$ cat src/rtl/bba_pkg.sv
// Package for the bitmap block allocator.
// Field widths, status codes and the shared find-first-set helper.
// No dependencies.
package bba_pkg;

  // Field widths
  localparam int IDX_W  = 10;   // block index
  localparam int CNT_W  = 11;   // block counts and the block-count register
  localparam int STAT_W = 2;    // status code

  // Bitmap word geometry
  localparam int WORD_W = 32;
  localparam int BIT_W  = 5;    // log2 of WORD_W

  // Highest index span an IDX_W index can address
  localparam int IDX_SPAN = 1024;

  // Reset value of the block-count register
  localparam logic [CNT_W-1:0] BLOCKS_RST = 11'd1024;

  // Status codes
  localparam logic [STAT_W-1:0] ST_OK     = 2'd0;
  localparam logic [STAT_W-1:0] ST_FULL   = 2'd1;
  localparam logic [STAT_W-1:0] ST_BADREL = 2'd2;

  // Lowest set bit of a word: {found, bit position}
  function automatic logic [BIT_W:0] ffs_word(input logic [WORD_W-1:0] v);
    logic [BIT_W:0] r;
    r = '0;
    for (int i = WORD_W - 1; i >= 0; i--) begin
      if (v[i]) begin
        r = {1'b1, BIT_W'(i)};
      end
    end
    return r;
  endfunction

endpackage

$ cat src/rtl/bba_req_if.sv
// Request channel of the bitmap block allocator: valid, ready and payload.
// Depends on bba_pkg for the field widths.
interface bba_req_if;
  logic                       valid;
  logic                       ready;
  logic                       mode;
  logic [bba_pkg::IDX_W-1:0]  target_block;

  modport source (output valid, mode, target_block, input ready);
  modport sink   (input valid, mode, target_block, output ready);
endinterface

$ cat src/rtl/bba_rsp_if.sv
// Response channel of the bitmap block allocator: valid, ready and payload.
// Depends on bba_pkg for the field widths.
interface bba_rsp_if;
  logic                        valid;
  logic                        ready;
  logic [bba_pkg::IDX_W-1:0]   granted_index;
  logic [bba_pkg::STAT_W-1:0]  status;
  logic [bba_pkg::CNT_W-1:0]   used_blocks;
  logic [bba_pkg::CNT_W-1:0]   free_blocks;

  modport source (output valid, granted_index, status, used_blocks, free_blocks,
                  input ready);
  modport sink   (input valid, granted_index, status, used_blocks, free_blocks,
                  output ready);
endinterface

$ cat src/rtl/bba_cfg_if.sv
// Configuration write channel of the bitmap block allocator.
// Depends on bba_pkg for the register width.
interface bba_cfg_if;
  logic                       valid;
  logic                       ready;
  logic [bba_pkg::CNT_W-1:0]  blocks_in_use;

  modport source (output valid, blocks_in_use, input ready);
  modport sink   (input valid, blocks_in_use, output ready);
endinterface

$ cat src/rtl/bitmap_block_allocator.sv
// Bitmap first-fit block allocator, top level.
// Depends on bba_pkg, bba_req_if, bba_rsp_if and bba_cfg_if.
//
//  channel | dir | beat contents
//  req_i   | in  | mode, target_block
//  rsp_o   | out | granted_index, status, used_blocks, free_blocks
//  cfg_i   | in  | blocks_in_use (always ready)
//
// A request steps from accept (word read issued) to evaluate (bitmap word
// updated) to done (result register loaded) before the next accept; the
// result beat shows in the cycle after done. The single bitmap memory port
// and the shared find-first-set unit make these steps sequential.
// Reset clears the used-bit store at once through per-word valid flags.
// A stalled result holds in the output register; a new request is taken
// meanwhile and waits in done until the register frees up.
module bitmap_block_allocator #(
  parameter int NUM_BLOCKS = 1024
) (
  input  logic   clk_i,
  input  logic   rst_ni,
  bba_req_if.sink   req_i,
  bba_rsp_if.source rsp_o,
  bba_cfg_if.sink   cfg_i
);

  localparam int IDX_W  = bba_pkg::IDX_W;
  localparam int CNT_W  = bba_pkg::CNT_W;
  localparam int STAT_W = bba_pkg::STAT_W;
  localparam int WORD_W = bba_pkg::WORD_W;
  localparam int BIT_W  = bba_pkg::BIT_W;

  // Stored blocks: no index beyond the index span is ever reachable
  localparam int DEPTH = (NUM_BLOCKS < bba_pkg::IDX_SPAN) ? NUM_BLOCKS : bba_pkg::IDX_SPAN;
  localparam int NW    = (DEPTH + WORD_W - 1) / WORD_W;
  localparam int WW    = (NW > 1) ? $clog2(NW) : 1;

  typedef enum logic [2:0] {
    S_IDLE = 3'b001,
    S_EVAL = 3'b010,
    S_DONE = 3'b100
  } state_e;

  typedef struct packed {
    logic [IDX_W-1:0]  granted;
    logic [STAT_W-1:0] status;
    logic [CNT_W-1:0]  used;
    logic [CNT_W-1:0]  free;
  } res_t;

  state_e             state_q, state_d;
  logic [CNT_W-1:0]   blocks_q;
  logic [CNT_W-1:0]   used_q, used_d;
  logic [NW-1:0]      wvalid_q;
  logic [NW-1:0]      full_q;
  logic               rvalid_q;
  logic [WORD_W-1:0]  rdata_q;
  logic [WORD_W-1:0]  mem_q [NW];

  // Per-request registers
  logic               mode_q;
  logic [BIT_W-1:0]   bit_q;
  logic [WW-1:0]      word_q;
  logic               inrange_q;
  logic               partial_q;
  logic               nocand_q;

  res_t               res_q, res_d;
  res_t               out_q;
  logic               out_valid_q;

  logic               req_fire, rsp_fire, cfg_fire;
  logic [CNT_W-1:0]   lim;
  logic [CNT_W-1:0]   lim_words;
  logic [WORD_W-1:0]  cand;
  logic [WORD_W-1:0]  enc_in;
  logic [BIT_W:0]     enc;
  logic               enc_found;
  logic [BIT_W-1:0]   enc_idx;
  logic [WW-1:0]      rd_addr;
  logic               inrange;
  logic [WORD_W-1:0]  word_eff, lowmask, masked, wr_data;
  logic               alloc_ok, rel_ok, wr_en, out_free;
  logic [CNT_W:0]     sum_chk;

  assign req_fire = req_i.valid && req_i.ready;
  assign rsp_fire = rsp_o.valid && rsp_o.ready;
  assign cfg_fire = cfg_i.valid && cfg_i.ready;

  assign req_i.ready = (state_q == S_IDLE);
  assign cfg_i.ready = 1'b1;

  // Effective limit
  assign lim = (blocks_q > CNT_W'(DEPTH)) ? CNT_W'(DEPTH) : blocks_q;
  assign lim_words = lim >> BIT_W;

  // Candidate words: fully in range and not full
  always_comb begin
    cand = '0;
    for (int w = 0; w < NW; w++) begin
      cand[w] = !full_q[w] && (CNT_W'(w) < lim_words);
    end
  end

  // Current word with a never-written word reading as all free
  assign word_eff = rvalid_q ? rdata_q : '0;
  assign lowmask  = (WORD_W'(1) << lim[BIT_W-1:0]) - WORD_W'(1);
  assign masked   = partial_q ? (word_eff | ~lowmask) : word_eff;

  // Shared find-first-set: word search when idle, bit search in evaluate
  assign enc_in    = (state_q == S_IDLE) ? cand : ~masked;
  assign enc       = bba_pkg::ffs_word(enc_in);
  assign enc_found = enc[BIT_W];
  assign enc_idx   = enc[BIT_W-1:0];

  // Read address at accept
  assign inrange = ({1'b0, req_i.target_block} < lim);
  always_comb begin
    rd_addr = '0;
    if (!req_i.mode) begin
      if (enc_found) begin
        rd_addr = enc_idx[WW-1:0];
      end else if (lim[BIT_W-1:0] != '0) begin
        rd_addr = lim[BIT_W +: WW];
      end
    end else if (inrange) begin
      rd_addr = req_i.target_block[BIT_W +: WW];
    end
  end

  // Evaluate: decision, word update and counts
  assign alloc_ok = !mode_q && !nocand_q && enc_found;
  assign rel_ok   = mode_q && inrange_q && word_eff[bit_q];
  assign wr_en    = (state_q == S_EVAL) && (alloc_ok || rel_ok);
  assign wr_data  = alloc_ok ? (word_eff | (WORD_W'(1) << enc_idx))
                             : (word_eff & ~(WORD_W'(1) << bit_q));

  always_comb begin
    used_d = used_q;
    if (alloc_ok) begin
      used_d = used_q + CNT_W'(1);
    end else if (rel_ok && used_q != '0) begin
      used_d = used_q - CNT_W'(1);
    end
  end

  always_comb begin
    res_d.granted = alloc_ok ? IDX_W'({word_q, enc_idx}) : '0;
    if (mode_q) begin
      res_d.status = rel_ok ? bba_pkg::ST_OK : bba_pkg::ST_BADREL;
    end else begin
      res_d.status = alloc_ok ? bba_pkg::ST_OK : bba_pkg::ST_FULL;
    end
    res_d.used = used_d;
    res_d.free = (lim > used_d) ? (lim - used_d) : '0;
  end

  assign out_free = !out_valid_q || rsp_o.ready;

  // Sequencer
  always_comb begin
    state_d = state_q;
    unique case (state_q)
      S_IDLE: begin
        if (req_fire) state_d = S_EVAL;
      end
      S_EVAL: state_d = S_DONE;
      S_DONE: begin
        if (out_free) state_d = S_IDLE;
      end
      default: state_d = S_IDLE;
    endcase
  end

  // Control state
  always_ff @(posedge clk_i or negedge rst_ni) begin
    if (!rst_ni) begin
      state_q     <= S_IDLE;
      blocks_q    <= bba_pkg::BLOCKS_RST;
      used_q      <= '0;
      wvalid_q    <= '0;
      full_q      <= '0;
      rvalid_q    <= 1'b0;
      out_valid_q <= 1'b0;
    end else begin
      state_q <= state_d;
      if (cfg_fire) blocks_q <= cfg_i.blocks_in_use;
      if (req_fire) rvalid_q <= wvalid_q[rd_addr];
      if (state_q == S_EVAL) used_q <= used_d;
      if (wr_en) begin
        wvalid_q[word_q] <= 1'b1;
        full_q[word_q]   <= &wr_data;
      end
      if (state_q == S_DONE && out_free) begin
        out_valid_q <= 1'b1;
      end else if (rsp_fire) begin
        out_valid_q <= 1'b0;
      end
    end
  end

  // Bitmap memory
  always_ff @(posedge clk_i) begin
    if (req_fire) rdata_q <= mem_q[rd_addr];
    if (wr_en) mem_q[word_q] <= wr_data;
  end

  // Request and result payload
  always_ff @(posedge clk_i) begin
    if (req_fire) begin
      mode_q    <= req_i.mode;
      bit_q     <= req_i.target_block[BIT_W-1:0];
      word_q    <= rd_addr;
      inrange_q <= inrange;
      partial_q <= !enc_found;
      nocand_q  <= !enc_found && (lim[BIT_W-1:0] == '0);
    end
    if (state_q == S_EVAL) res_q <= res_d;
    if (state_q == S_DONE && out_free) out_q <= res_q;
  end

  assign rsp_o.valid         = out_valid_q;
  assign rsp_o.granted_index = out_q.granted;
  assign rsp_o.status        = out_q.status;
  assign rsp_o.used_blocks   = out_q.used;
  assign rsp_o.free_blocks   = out_q.free;

  assign sum_chk = {1'b0, rsp_o.used_blocks} + {1'b0, rsp_o.free_blocks};

  // Checks
  a_accept_eval: assert property (@(posedge clk_i) disable iff (!rst_ni)
    req_fire |=> state_q == S_EVAL)
    else $error("accepted request did not move to evaluate");

  a_word_found: assert property (@(posedge clk_i) disable iff (!rst_ni)
    (state_q == S_EVAL && !mode_q && !nocand_q && !partial_q) |-> enc_found)
    else $error("summary picked a word with no free bit");

  a_full_written: assert property (@(posedge clk_i) disable iff (!rst_ni)
    (full_q & ~wvalid_q) == '0)
    else $error("full flag set on a never-written word");

  a_used_bound: assert property (@(posedge clk_i) disable iff (!rst_ni)
    used_q <= CNT_W'(DEPTH))
    else $error("used count above stored blocks");

  a_counts_sum: assert property (@(posedge clk_i) disable iff (!rst_ni)
    (rsp_o.valid && rsp_o.free_blocks != '0) |-> sum_chk == {1'b0, lim})
    else $error("used plus free differs from limit");

endmodule
$ cat src/flat_wrapper.sv
// flat-port wrapper written by rule: the top's interface ports become plain ports
module bitmap_block_allocator_flat 
#(
  parameter int NUM_BLOCKS = 1024
)
  (clk_i, rst_ni, req_i_valid, req_i_mode, req_i_target_block, req_i_ready, rsp_o_valid, rsp_o_granted_index, rsp_o_status, rsp_o_used_blocks, rsp_o_free_blocks, rsp_o_ready, cfg_i_valid, cfg_i_blocks_in_use, cfg_i_ready);
  bba_req_if req_i_i ();
  bba_rsp_if rsp_o_i ();
  bba_cfg_if cfg_i_i ();
  input  logic clk_i;
  input  logic rst_ni;
  input wire logic [$bits(req_i_i.valid)-1:0] req_i_valid;
  input wire logic [$bits(req_i_i.mode)-1:0] req_i_mode;
  input wire logic [$bits(req_i_i.target_block)-1:0] req_i_target_block;
  output wire logic [$bits(req_i_i.ready)-1:0] req_i_ready;
  output wire logic [$bits(rsp_o_i.valid)-1:0] rsp_o_valid;
  output wire logic [$bits(rsp_o_i.granted_index)-1:0] rsp_o_granted_index;
  output wire logic [$bits(rsp_o_i.status)-1:0] rsp_o_status;
  output wire logic [$bits(rsp_o_i.used_blocks)-1:0] rsp_o_used_blocks;
  output wire logic [$bits(rsp_o_i.free_blocks)-1:0] rsp_o_free_blocks;
  input wire logic [$bits(rsp_o_i.ready)-1:0] rsp_o_ready;
  input wire logic [$bits(cfg_i_i.valid)-1:0] cfg_i_valid;
  input wire logic [$bits(cfg_i_i.blocks_in_use)-1:0] cfg_i_blocks_in_use;
  output wire logic [$bits(cfg_i_i.ready)-1:0] cfg_i_ready;
  assign req_i_i.valid = req_i_valid;
  assign req_i_i.mode = req_i_mode;
  assign req_i_i.target_block = req_i_target_block;
  assign req_i_ready = req_i_i.ready;
  assign rsp_o_valid = rsp_o_i.valid;
  assign rsp_o_granted_index = rsp_o_i.granted_index;
  assign rsp_o_status = rsp_o_i.status;
  assign rsp_o_used_blocks = rsp_o_i.used_blocks;
  assign rsp_o_free_blocks = rsp_o_i.free_blocks;
  assign rsp_o_i.ready = rsp_o_ready;
  assign cfg_i_i.valid = cfg_i_valid;
  assign cfg_i_i.blocks_in_use = cfg_i_blocks_in_use;
  assign cfg_i_ready = cfg_i_i.ready;
  bitmap_block_allocator #(.NUM_BLOCKS(NUM_BLOCKS)) u_core (.clk_i(clk_i), .rst_ni(rst_ni), .req_i(req_i_i), .rsp_o(rsp_o_i), .cfg_i(cfg_i_i));
endmodule
$ cat config.mk
export PLATFORM = sky130hd
export DESIGN_NAME = bitmap_block_allocator_flat
export DESIGN_NICKNAME = d
export VERILOG_FILES = /design/src/rtl/bba_pkg.sv /design/src/rtl/bba_req_if.sv /design/src/rtl/bba_rsp_if.sv /design/src/rtl/bba_cfg_if.sv /design/src/rtl/bitmap_block_allocator.sv /design/src/flat_wrapper.sv
export SDC_FILE = /design/constraint.sdc
export NUM_CORES = 2
export LEC_CHECK = 0
export CAP_MARGIN = 20
export CORE_MARGIN = 1.5
export CORE_UTILIZATION = 30
export DETAILED_ROUTE_END_ITERATION = 10
export DONT_BUFFER_PORTS = 1
export GPL_TIMING_DRIVEN = 0
export PLACE_DENSITY = 0.5
export SETUP_SLACK_MARGIN = 0.5
export SLEW_MARGIN = 25
export SYNTH_ARGS = -nofsm -noshare
export SYNTH_HDL_FRONTEND = slang
export SYNTH_SLANG_ARGS = --single-unit
$ cat constraint.sdc
create_clock -name clk_i -period 14.6 [get_ports clk_i]
set_clock_uncertainty 0.2 [all_clocks]
set_input_delay 2.92 -clock clk_i [delete_from_list [all_inputs] [get_ports clk_i]]
set_output_delay 2.92 -clock clk_i [all_outputs]
set_load 0.1 [all_outputs]
==> impl_metrics.tcl <==
set metrics [dict create \
    num_vias 34800 \
    timing.hold.ws_ns 0.217 \
    fin_setup_tns_ns 0 \
    numPortBuffers 0 \
    pwr-share-clk_pct 30.0 \
    syn_nets 4172 \
    r2r_end "u_core.res_q[9]" \
    maxCapViolCount 0 \
    finalWirelength_mm 174 \
    die_height_um 421 \
    grt_pass1_wl_mm 247 \
    synth_top_flop_cell "edfxtp_1" \
    pin_count 64 \
    nets 4383 \
    core_um2 174000 \
    ir_drop_uv 135 \
    htreeDepth 4 \
    die_w_um 421 \
    ant_nets 0 \
    synth_edf_count 1138 \
    drt-initial-drc-count 3942 \
    start_util_pct 30.2 \
    drive_above_1_share_pct 11.1 \
    worstPathRequired_ns 14.93 \
    vias_per_cell 5.14 \
    critPathMaxFanout 10 \
    grt_setup_unrepaired "false" \
    stdcell_area_um2 62000 \
    final_hold_viol_count 0 \
    leakage_nw 22.0 \
    endpoint "u_core.res_q[9]" \
    max_freq_mhz 104 \
    drcViolationCount 0 \
    gr-total-overflow 0 \
    syn_area_um2 52400 \
    power_frac_seq_pct 38.9 \
    worst_hold_path_type "register to register" \
    synthesis.instances 4122 \
    dpl_worst_slack_ns 5.03 \
    wl_per_cell_um 25.7 \
    swShare_pct 35.7 \
    ff2ff_setup_slack_ns 4.96 \
    status "complete, no violations" \
    dp_hpwl_mm 126 \
    nFillCells 16900 \
    p_int_mw 7.43 \
    cellPowerDensity_nw_per_um2 186 \
    crit_path_start_kind "register" \
    cts_resized 0 \
    ys_warn_count 0 \
    yosysTopAreaCell "edfxtp_1" \
    min_from "u_core.res_q[21]" \
    synth.avg_cell_area_um2 12.7 \
    period_needed_ns 9.64 \
    maxSlewHeadroom_pct 25.0 \
    synthToLayoutAreaGrowth_pct 18.3 \
    reg2reg_from "u_core.blocks_q[10]" \
    hold_buffers 0 \
    place_congestion 0.916 \
    design.die.area_um2 177000 \
    grt_max_degree 92 \
    synth_top_area_share_pct 65.2 \
    setup_ws_ns 4.96 \
    arrival_ns 9.97 \
    crit_type "register to register" \
    slowest_delay_ns 0.99 \
    final_max_slew_viol_count 0 \
    place_area_um2 57500 \
    synthArstFlopShare_pct 7.40 \
    first_pass_iters 7 \
    clock-root-buffer "clkbuf_16" \
    post-route-period-util_pct 66.0 \
    p_sw_mw 4.13 \
    worst_pin_slew_ns 1.10 \
    crit_start "u_core.blocks_q[10]" \
    clk_latency_ns 0.81 \
    grtUsageTotal_pct 19.2 \
    placementRows 153 \
    layout_commonest_cell "edfxtp_1" \
    slowest_stage "a2111oi_0" \
    p_comb_share_pct 31.1 \
    cts_tree "done" \
    yosysSeqAreaShare_pct 69.5 \
    synth-seq-cells 1229 \
    cts_setup_buffers 0 \
    finalSetupViolCount 0 \
    endpoint_kind "register" \
    final_cell_mix "edfxtp_1, nand2_1, nand3_1, a21oi_1, mux2i_1" \
    crit_top_cell "a21o_1" \
    synth_area_leaders "edfxtp_1, nand2_1, dfrtp_1, mux2i_1, nand3_1" \
    reg2regPathDepth 30 \
    grt_pass1_vias 33600 \
    antenna_found_initial 2 \
    cts_max_path_buffers 3 \
    numCtsBuffers 139 \
    ys_types 96 \
    path_clk_slew_ns 0.06 \
    cts.sinks 1229 \
]
-- Yosys cell counts (all sizes together) (12+ instances only) --
cell and instances:
nand4 16, nand2 970, xnor2 14, nand3 224, nor2 120, ha 22
mux2i 193, o22ai 85, buf 101, clkbuf 152, o21ai 97, a21oi 213
o31ai 17, inv 76, a31oi 93, nand2b 46, dfrtp 89, and3 90
edfxtp 1138, and2 16, a211oi 12, nor3 24, o21bai 17, a2111oi 38
or3 42, a21o 16
-- cell families after synthesis --
group | share of synthesized area (%)
AO/OA/AOI/OAI | 8.73
XOR/XNOR | 0.384
adder cells (fa/ha/maj) | 0.582
buffers and inverters | 2.99
flip-flops | 69.5
multiplexers | 4.05
other | 0.00715
AND/OR/NAND/NOR | 13.7
-- area by class of cell --
class,instances,area (um2),area share (%)
Timing Repair Buffer,70,1740,2.81
Antenna cell,2,5.00,0.00807
Sequential cell,1229,36500,58.8
Multi-Input combinational cell,2561,14800,23.9
Buffer,253,1270,2.06
Inverter,79,300,0.484
Clock inverter,65,738,1.19
Tap cell,2325,2910,4.69
Clock buffer,187,3760,6.07
-- metal layers --
layer  track usage (%)  share of wire, %
met1              26.4                44
met4              7.58               3.9
met5                 0                 0
met2              30.2                46
met3              3.28               6.5
-- per-stage QoR --
step,total power [mW],utilization (%),cells
CTS,11.6,35.7,6769
global route,12.0,35.7,6769
global placement,7.86,31.9,6447
detailed placement,8.14,33.1,6517
finish,11.6,35.7,6771
floorplan,6.42,-,4122
-- power groups by stage --
stage          combinational, mW  sequential (mW)  clock [mW]
6_report                    3.60             4.50        3.47
5_1_grt                     3.82             4.50        3.66
2_1_floorplan               1.88             4.55           0
4_1_cts                     3.59             4.49        3.52
3_3_place_gp                3.21             4.65           0
3_5_place_dp                3.58             4.56           0
-- worst min path at each step --
stage                     cells past startpoint                           end  slack, ns
after floorplan                               0   u_core.rsp_o.free_blocks[0]       0.20
after global placement                        0   u_core.rsp_o.free_blocks[9]       0.20
after detailed placement                      0   u_core.rsp_o.free_blocks[0]       0.21
after CTS                                     0   u_core.rsp_o.free_blocks[6]       0.22
after global routing                          0   u_core.rsp_o.free_blocks[6]       0.21
final                                         0  u_core.rsp_o.used_blocks[10]       0.22
-- worst max-delay path, delay by kind of cell (launching register included) --
| kind | cells | cell delay, ns |
|---|---|---|
| buffers and inverters | 7 | 1.96 |
| DFF | 1 | 0.44 |
| and+or+nand+nor | 7 | 2.08 |
| AOI/OAI and AO/OA | 14 | 4.03 |
| adders and majority gates | 2 | 0.61 |
-- registers in the layout (all words and copies together), names as in the netlist --
| signal | flops |
|---|---|
| u_core.mem_q | 1024 |
| u_core.res_q | 34 |
| u_core.full_q | 32 |
| u_core.rdata_q | 32 |
| u_core.wvalid_q | 32 |
| u_core.blocks_q | 11 |
| u_core.rsp_o.free_blocks | 11 |
| u_core.rsp_o.used_blocks | 11 |
| u_core.used_q | 11 |
| u_core.rsp_o.granted_index | 10 |
| u_core.bit_q | 5 |
| u_core.word_q | 5 |
| u_core.state_q | 3 |
| u_core.rsp_o.status | 2 |
| u_core.inrange_q | 1 |
| u_core.mode_q | 1 |
| u_core.nocand_q | 1 |
| u_core.partial_q | 1 |
| u_core.rsp_o.valid | 1 |
| u_core.rvalid_q | 1 |
No activity file was read; power rests on OpenSTA's default activity.
